## src/sv/bpe_ram.sv

```systemverilog
// Generic single-port-write, single-port-read RAM with registered read data.
// No dependencies.
`default_nettype none

module bpe_ram #(
	parameter int W     = 48,
	parameter int DEPTH = 55,
	localparam int AW   = (DEPTH > 1) ? $clog2(DEPTH) : 1
) (
	input  wire logic          clk,
	input  wire logic          we,
	input  wire logic [AW-1:0] waddr,
	input  wire logic [W-1:0]  wdata,
	input  wire logic [AW-1:0] raddr,
	output logic      [W-1:0]  rdata
);

	logic [W-1:0] mem [DEPTH];

	always_ff @(posedge clk) begin
		if (we) begin
			mem[waddr] <= wdata;
		end
		rdata <= mem[raddr];
	end

endmodule

`default_nettype wire

```

## config.mk

```make
export PLATFORM = sky130hd
export DESIGN_NAME = bpe_ram
export DESIGN_NICKNAME = d
export VERILOG_FILES = /design/src/sv/bpe_ram.sv
export SDC_FILE = /design/constraint.sdc
export NUM_CORES = 2
export LEC_CHECK = 0
export ABC_CLOCK_PERIOD_IN_PS = 7700
export BUFFER_PORTS_ARGS = -buffer_cell sky130_fd_sc_hd__buf_2
export CORE_UTILIZATION = 35
export CTS_CLUSTER_SIZE = 28
export DETAILED_ROUTE_END_ITERATION = 10
export PLACE_DENSITY = 0.59
export SLEW_MARGIN = 20
export SYNTH_ARGS = -nofsm -noshare
export SYNTH_HDL_FRONTEND = slang
export SYNTH_SLANG_ARGS = --single-unit
```

## constraint.sdc

```tcl
create_clock -name clk -period 7.7 [get_ports clk]
set_input_delay 1.54 -clock clk [delete_from_list [all_inputs] [get_ports clk]]
set_output_delay 1.54 -clock clk [all_outputs]
set_load 0.01 [all_outputs]
```

==> key figures <==
Run status
  • Status: completed

Yosys
  • Largest family of logic cells by synthesized area: multiplexers
  • Syn nets: 4665
  • Cells after Synth: 4603
  • Sequential element share of the synthesized area: 78.7%
  • XOR/XNOR Fraction of Synth Area: 0%
  • Synth Area in Simple Gates: 1.86%
  • Syn Area/Cell: 22.2 um^2
  • Syn. warnings: 0
  • Yosys cell types: 40
  • Post-synthesis mux area share: 15.1%
  • Synthesized area: 102000 um^2
  • Compound-Gate Fraction of Synth Area: 2.95%
  • Synth Area in Adders: 0%
  • Flops & latches, synth: 2688

Clock network
  • CTS resizes: 0
  • H-tree levels: 5
  • CTS clock-pin slew for the worst setup and hold paths: 60 ps
  • Worst-skew pair later-pin latency: 940 ps
  • Clk buf depth: 4
  • CTS tree: yes
  • Root Driver: clkbuf_16
  • CTS Buf Count: 286
  • Sinks on Clock Net: 2688
  • Post-CTS Setup Bufs: 0
  • Hold-fix buffers, CTS: 0

Worst setup path
  • Startpoint types: input port
  • Worst EP required: 8440 ps
  • Crit path max fanout: 76
  • Register-to-Register Path Depth: 4
  • Worst Path Arrival: 4600 ps
  • Worst setup EP type: flop
  • WS Path Type: in2reg

STA
  • Final period util: 50.1%
  • RSZ-0062 raised after global routing: no
  • Rel. slew slack: 24.1%
  • Worst-margin pin slew: 1140 ps
  • Setup TNS: 0 ps
  • Post-layout min period: 3860 ps
  • Post-Route Skew: 56.4 ps
  • Max Fclk: 259 MHz
  • Setup WS post-layout: 3840 ps
  • Worst hold margin: 785 ps
  • Final hold viol count: 0
  • Max Slew Vio Count: 0
  • Setup violators final: 0

Floorplan
  • Die width: 542 um
  • Core area: 289000 um^2
  • Die ar.: 294000 um^2
  • Die height: 542 um
  • IO Pins: 110
  • Core Rows: 197
  • Initial Util: 35.3%

Place
  • Number of I/O port buffers: 109
  • HPWL after DPL: 154000 um
  • Placed Cells: 8451
  • Place WS: 2900 ps
  • Area after DPL: 108000 um^2
  • Placer congestion estimate: 0.779

Final layout
  • Area Overhead vs Synth: 14.3%
  • Most common cell after layout, fill and taps aside: edfxtp_1
  • Layout cells sized above 1: 26.7%
  • Util after Layout: 40.3%
  • Non-filler cells in the finished layout: 8943
  • Cell area after layout: 117000 um^2
  • Most frequent cells in the layout: 2640 x edfxtp_1, 598 x mux4_2, 291 x clkbuf_16
  • Number of nets in the layout: 4924

Hold path
  • Worst Hold Depth: 4
  • HP Class: reg2reg

Drt
  • WL/cell: 31.1 um
  • DRT Wirelength: 278000 um
  • DR iter-0 viols: 5618
  • Drt first pass iters: 6
  • # DRC: 0
  • Number of routed nets with antenna violations: 0
  • Via density: 5.53
  • Via Count: 49500

Pwr
  • Total chip power: 30.8 mW
  • Pwr dens: 264 nW/um^2
  • Leak: 35.9 nW
  • VDD IR max: 282 uV

GRT
  • First-pass GRT wire length: 390000 um
  • Global route total overflow: 0
  • Initial antenna violation count: 31
  • Number of global-route vias before repair: 50200
  • GR Util All Layers: 18.8%
  • Largest net degree at the start of global routing: 140

Run
  • Max_cap viols: 0
[final timing paths]
path	from	endpoint	slack, ps
worst max register to register	mem[29][47]	rdata[47]	5550
worst min register to register	mem[54][13]	rdata[13]	780
worst max-delay path	raddr[0]	rdata[47]	3840
worst min-delay path	mem[54][13]	rdata[13]	780
[layer usage]
metal | wire [um] | global-route usage [%]
met4 | 7850 | 5.49
met1 | 112000 | 25.1
met2 | 139000 | 31.5
met3 | 19600 | 3.22
met5 | 59 | 0
[registers in the layout, indices dropped and copies added (netlist names)]
name   cells
rdata     48
mem     2640
[cell type report]
| type | count | area (um^2) |
|---|---|---|
| Clock buffer | 379 | 7780 |
| Antenna cell | 9 | 22.5 |
| Multi-Input combinational cell | 1630 | 20800 |
| Inverter | 18 | 67.6 |
| Clock inverter | 101 | 922 |
| Fill cell | 25300 | 172000 |
| Sequential cell | 2688 | 80200 |
| Tap cell | 3880 | 4850 |
| Timing Repair Buffer | 238 | 1900 |
[cell usage after synthesis]
cell type | n | area, um^2
edfxtp_1 | 2640 | 79300
mux4_2 | 598 | 13500
nand2_1 | 122 | 458
clkbuf_1 | 113 | 424
mux2i_1 | 112 | 1120
buf_2 | 94 | 470
nor2_1 | 93 | 349
o22ai_1 | 87 | 544
mux2_2 | 73 | 822
nand2b_1 | 72 | 450
a21oi_1 | 70 | 350
o21ai_0 | 54 | 270
a31oi_1 | 52 | 325
dfxtp_1 | 48 | 961
o211ai_1 | 42 | 315
nand3_1 | 41 | 205
o221ai_1 | 40 | 350
a22oi_1 | 37 | 278
buf_4 | 35 | 263
nor2b_1 | 32 | 200
o22a_1 | 27 | 236
a211oi_1 | 21 | 158
inv_1 | 17 | 63.8
buf_1 | 13 | 48.8
buf_6 | 12 | 135
a211o_1 | 7 | 61.3
a2111oi_0 | 6 | 52.6
nor3_1 | 6 | 30.0
a221oi_1 | 5 | 43.8
nand3b_1 | 5 | 37.5
nand4_1 | 5 | 31.3
or2_2 | 5 | 31.3
or3b_2 | 5 | 43.8
and2_1 | 4 | 25.0
or3_1 | 3 | 18.8
a222oi_1 | 2 | 20.0
nor4_1 | 2 | 12.5
and2_0 | 1 | 6.26
inv_2 | 1 | 3.75
o31ai_1 | 1 | 7.51
[kinds of logic (layout without fill, tap and decap cells)]
family / Yosys count / in the layout
AO/OA/AOI/OAI: 451 / 451
AND/OR/NAND/NOR: 396 / 396
other: 0 / 9
multiplexers: 783 / 783
flip-flops: 2688 / 2688
buffers and inverters: 285 / 736
[power breakdown]
group          internal, mW  leakage (nW)  switching (mW)
sequential             16.2          24.2          0.0757
combinational         0.512          7.53           0.942
clock                  7.61          4.24            5.46
total                  24.3          35.9            6.47
[worst max-delay path, cell delays in order]
cell and delay, ps:
buf_8 490, buf_12 530, mux4_2 630, mux2_2 280, a222oi_1 660, a211oi_1 160
No activity file was read; power rests on OpenSTA's default activity.
